File: config.mk
export PLATFORM = sky130hd
export DESIGN_NAME = nds_ctrl
export DESIGN_NICKNAME = d
export VERILOG_FILES = /design/src/rtl/nds_pkg.sv /design/src/rtl/nds_ctrl.sv
export SDC_FILE = /design/constraint.sdc
export NUM_CORES = 1
export LEC_CHECK = 0
export BUFFER_PORTS_ARGS = -buffer_cell sky130_fd_sc_hd__buf_2
export CAP_MARGIN = 20
export CORE_AREA = 2 2 39 41
export CTS_BUF_LIST = sky130_fd_sc_hd__clkbuf_2 sky130_fd_sc_hd__clkbuf_4 sky130_fd_sc_hd__clkbuf_8
export CTS_CLUSTER_DIAMETER = 150
export CTS_CLUSTER_SIZE = 8
export DETAILED_ROUTE_END_ITERATION = 12
export DIE_AREA = 0 0 41 43
export PLACE_DENSITY = 0.52
export SYNTH_ARGS = -nofsm -noshare
export SYNTH_HDL_FRONTEND = slang
export SYNTH_SLANG_ARGS = --single-unit
File: constraint.sdc
create_clock -name clk -period 2.2 [get_ports clk]
set_input_delay 0.66 -clock clk [delete_from_list [all_inputs] [get_ports clk]]
set_output_delay 0.66 -clock clk [all_outputs]
set_load 0.005 [all_outputs]
File: src/rtl/nds_pkg.sv
`default_nettype none

package nds_pkg;

  localparam int unsigned INDEX_BITS = 12;
  localparam int unsigned COUNT_BITS = 13;

  localparam logic OP_LOAD  = 1'b0;
  localparam logic OP_QUERY = 1'b1;

  typedef struct packed {
    logic load_we;
    logic query_start;
    logic issue;
    logic result_load;
  } nds_cmd_t;

  typedef struct packed {
    logic count_zero;
    logic issue_last;
    logic scan_done;
  } nds_status_t;

endpackage

`default_nettype wire

File: src/rtl/nds_ctrl.sv
`default_nettype none

module nds_ctrl
  import nds_pkg::*;
(
  input  wire logic        clk,
  input  wire logic        rst,
  input  wire logic        in_valid,
  output logic             in_ready,
  input  wire logic        opcode,
  output logic             out_valid,
  input  wire logic        out_ready,
  output nds_cmd_t         cmd,
  input  wire nds_status_t status
);

  typedef enum logic [1:0] {
    ST_IDLE,
    ST_SCAN,
    ST_DRAIN,
    ST_FINISH
  } state_t;

  state_t state;
  logic   accept;

  assign in_ready        = (state == ST_IDLE);
  assign accept          = in_valid && in_ready;
  assign cmd.load_we     = accept && (opcode == OP_LOAD);
  assign cmd.query_start = accept && (opcode == OP_QUERY);
  assign cmd.issue       = (state == ST_SCAN);
  assign cmd.result_load = (state == ST_FINISH) && (!out_valid || out_ready);

  always_ff @(posedge clk) begin
    if (rst) begin
      state     <= ST_IDLE;
      out_valid <= 1'b0;
    end else begin
      if (cmd.result_load) begin
        out_valid <= 1'b1;
      end else if (out_ready) begin
        out_valid <= 1'b0;
      end
      unique case (state)
        ST_IDLE: begin
          if (cmd.query_start) begin
            state <= status.count_zero ? ST_FINISH : ST_SCAN;
          end
        end
        ST_SCAN: begin
          if (status.issue_last) begin
            state <= ST_DRAIN;
          end
        end
        ST_DRAIN: begin
          if (status.scan_done) begin
            state <= ST_FINISH;
          end
        end
        ST_FINISH: begin
          if (cmd.result_load) begin
            state <= ST_IDLE;
          end
        end
        default: state <= ST_IDLE;
      endcase
    end
  end

`ifndef ASSERT_OFF
  a_done_in_drain: assert property (@(posedge clk) disable iff (rst)
    status.scan_done |-> (state == ST_DRAIN))
    else $error("scan done outside drain");

  a_scan_nonzero: assert property (@(posedge clk) disable iff (rst)
    (state == ST_SCAN) |-> !status.count_zero)
    else $error("scan with zero vertex count");

  a_result_shown: assert property (@(posedge clk) disable iff (rst)
    cmd.result_load |=> (out_valid && state == ST_IDLE))
    else $error("result not presented");
`endif

endmodule

`default_nettype wire

# Yosys cells after proc, flatten, opt, wreduce, memory -nomap -nowiden
# Cells that the tools add are included.
[totals] reg_bits=3 elab_cells=27 input_bits=8
[op_classes] bitwise_logic=1 n_mux=8 reduce_logical=9 n_eq_ne=7
[op_table] op="$mux W2" n=5
[op_table] op="$pmux W2 S4" n=1
[op_table] op="$eq A2 B2 Y1 const B" n=2
[op_table] op="$logic_and A1 B1 Y1" n=4
[op_table] op="$ne A2 B1 Y1 const B" n=2
[op_table] op="$ne A2 B2 Y1 const B" n=2
[op_table] op="$reduce_and A4 Y1" n=1
[op_table] op="$eq A2 B1 Y1 const B" n=1
[op_table] op="$logic_not A2 Y1" n=1
[op_table] op="$mux W1" n=2
[op_table] op="$reduce_bool A2 Y1" n=1
[op_table] op="$logic_not A1 Y1" n=1
[op_table] op="$logic_or A1 B1 Y1" n=1
[op_table] op="$not A1 Y1" n=1

# Logic depth before layout (Yosys ltp)
[logic_depth] word_depth=5 ltp_mapped=5

# Worst setup path before layout
# Ideal clock, no wire load.
[synth_path] path_type="input -> output" from="in opcode" to="out cmd[2] (netlist name)" setup_slack_ns=0.687 cell_stages=1 t_arrival_ns=0.853 required_ns=1.540 cell_sequence="and3_2"
[synth_via] elab_chain_cells=1
[synth_lines] element="from (decl)" line_no="nds_ctrl.sv:10" source="input wire logic opcode,"
[synth_lines] element="$logic_and A1 B1 Y1" line_no="nds_ctrl.sv:30" source="assign cmd.query_start = accept && (opcode == OP_QUERY);"
[synth_lines] element="to (decl)" line_no="nds_ctrl.sv:13" source="output nds_cmd_t cmd,"
# No other way between the ends.

==> flow_summary.yaml <==
floorplan:
  initial_core_util_pct: 17.8
  die_x_um: 41
  rows: 14
  die-area_sq_um: 1760
  die_h_um: 43
  core_sq_um: 1380
  ioPinCount: 14
routing:
  first_pass_iters: 1
  wl_met2_um: 263
  num_vias: 234
  wl_met1_um: 214
  wire_per_inst_um: 8.98
  drt-total-wl_um: 539
  route.detailed.drc: 0
  ant_nets: 0
  initialDrtViolationCount: 0
  met3_length_um: 41
  highest_layer: "met4"
  via_per_inst: 3.90
clocking:
  cts.htree.levels: 1
  post_cts_buffers: 0
  clock_sinks: 3
  clk_pin_slew_ns: 0.04
  tritoncts: "built"
  cts_buffers: 3
  cts.path.max_buffers: 2
  clkLatencyLatePin_ns: 0.23
  cts_resized: 0
  cts_hold_buf: 0
  clock-root-buffer: "clkbuf_4"
worst_hold_path:
  min_path_type: "flop to flop"
critical_path:
  critPathRequiredTime_ns: 1.54
  rrSetupSlack_ns: 0.68
  end_kind: "output port"
  cp_max_fo: 6
  worstSetupPathType: "flop to output port"
  cp-start-kind: "flop"
  critPathArrivalTime_ns: 1.25
timing:
  rsz0062_at_grt: "no"
  period_needed_ns: 1.91
  period_share_pct: 86.6
  hold_ws_ns: 0.544
  slew_headroom_pct: 84.7
  worst_pin_slew_ns: 0.229
  setup_tns_ns: 0
  slew_violations: 0
  finalHoldViolations: 0
  setup_violations: 0
  finalClockSkew_ns: 0.00246
  clock.fmax_mhz: 525
global_routing:
  grt_max_degree: 7
  first_global_vias: 231
  antenna_found_initial: 0
  grt_usage_pct: 7.62
  grt_pass1_wl_um: 807
  grt-ovfl-total: 0
synth:
  yosysSeqAreaShare_pct: 24.4
  syn_inst: 27
  synth_seq_cells: 3
  avgSynthCellArea_sq_um: 9.13
  synth_cell_types: 15
  synthesis.nets: 39
  yosys_warnings: 0
  synth_area_sq_um: 246
layout:
  layout_commonest_cell: "buf_2"
  fill_cells: 159
  drive_gt1_share_pct: 47.7
  antenna_cells: 0
  finalNonFillerCells: 60
  fin_util_pct: 26.1
  nNetsFinal: 57
  syn2layout_area_growth_pct: 46.7
  final_cell_mix: "13 x buf_2, 5 x nor2_1, 4 x ha_1, 4 x clkbuf_4"
power_and_ir_drop:
  p_per_area_nw_per_um2: 1230
  vdd_ir_drop_max_mv: 0.209
  p_leak_nw: 0.196
place:
  place.gp.congestion: 0.679
  io_buffers: 13
  dpl.hpwl_um: 452
  dpl.cell_count: 56
outcome:
  status: "complete, no violations"
flow_run:
  cap_viol_max_count: 0
-- per-layer routing --
layer	vias up	global-route usage, %
li1	125	-
met2	7	10.9
met4	0	8.00
met5	-	0
met3	2	3.14
met1	100	7.37
-- critical path, stage by stage (launching register included) --
cell     delay, ns
dfxtp_1       0.35
inv_1         0.09
ha_1          0.27
and3_2        0.19
buf_2         0.12
-- area by class of cell --
type	instances	area (sq um)	area share (%)
Inverter	3	11.3	3.11
Clock buffer	4	30.0	8.30
Multi-Input combinational cell	21	175	48.4
Timing Repair Buffer	13	65.1	18.0
Sequential cell	3	60.1	16.6
Tap cell	16	20.0	5.54
-- power breakdown --
part	total [mW]	switching (mW)	internal, mW	leakage (nW)
Clock	0.109	0.0291	0.0803	0.0184
Sequential	0.0890	0.0142	0.0748	0.0246
Combinational	0.245	0.114	0.131	0.153
-- per-stage QoR --
stage	area [sq um]	total power, mW	setup slack (ns)
2_1_floorplan	246	0.266	0.687
3_3_place_gp	332	0.334	0.462
3_5_place_dp	332	0.340	0.452
4_1_cts	362	0.455	0.271
5_1_grt	362	0.486	0.242
6_report	362	0.443	0.295
-- state kept, by name, summed over array words and instances, names as in the netlist --
register,flops
out_valid,1
state,2
-- kinds of logic after synthesis --
| family | count (synthesis) | synth area share (%) |
|---|---|---|
| adder cells (fa/ha/maj) | 4 | 20.3 |
| AND/OR/NAND/NOR | 12 | 27.4 |
| multiplexers | 2 | 10.2 |
| flip-flops | 3 | 24.4 |
| AO/OA/AOI/OAI | 3 | 13.2 |
| buffers and inverters | 3 | 4.57 |
-- cells in the mapped netlist --
cell type / n / share of area [%]
nor2_1: 5 / 7.6
ha_1: 4 / 20
dfxtp_1: 3 / 24
inv_1: 3 / 4.6
nor2b_1: 2 / 5.1
a211oi_1: 1 / 3.0
a21bo_1: 1 / 4.1
and3_2: 1 / 3.0
and4b_2: 1 / 4.6
mux2_4: 1 / 6.1
mux2i_1: 1 / 4.1
nand2_1: 1 / 1.5
nand2b_1: 1 / 2.5
nand3b_1: 1 / 3.0
o2111ai_2: 1 / 6.1
-- path summary, 6_finish.rpt --
kind | startpoint | end | depth (start not counted)
hold / removal | state[0] | state[0] | 2
hold reg to reg | state[0] | state[0] | 2
setup reg to reg | state[0] | state[1] | 5
setup / recovery | state[0] | cmd[2] | 4
No activity file was read; power rests on OpenSTA's default activity.
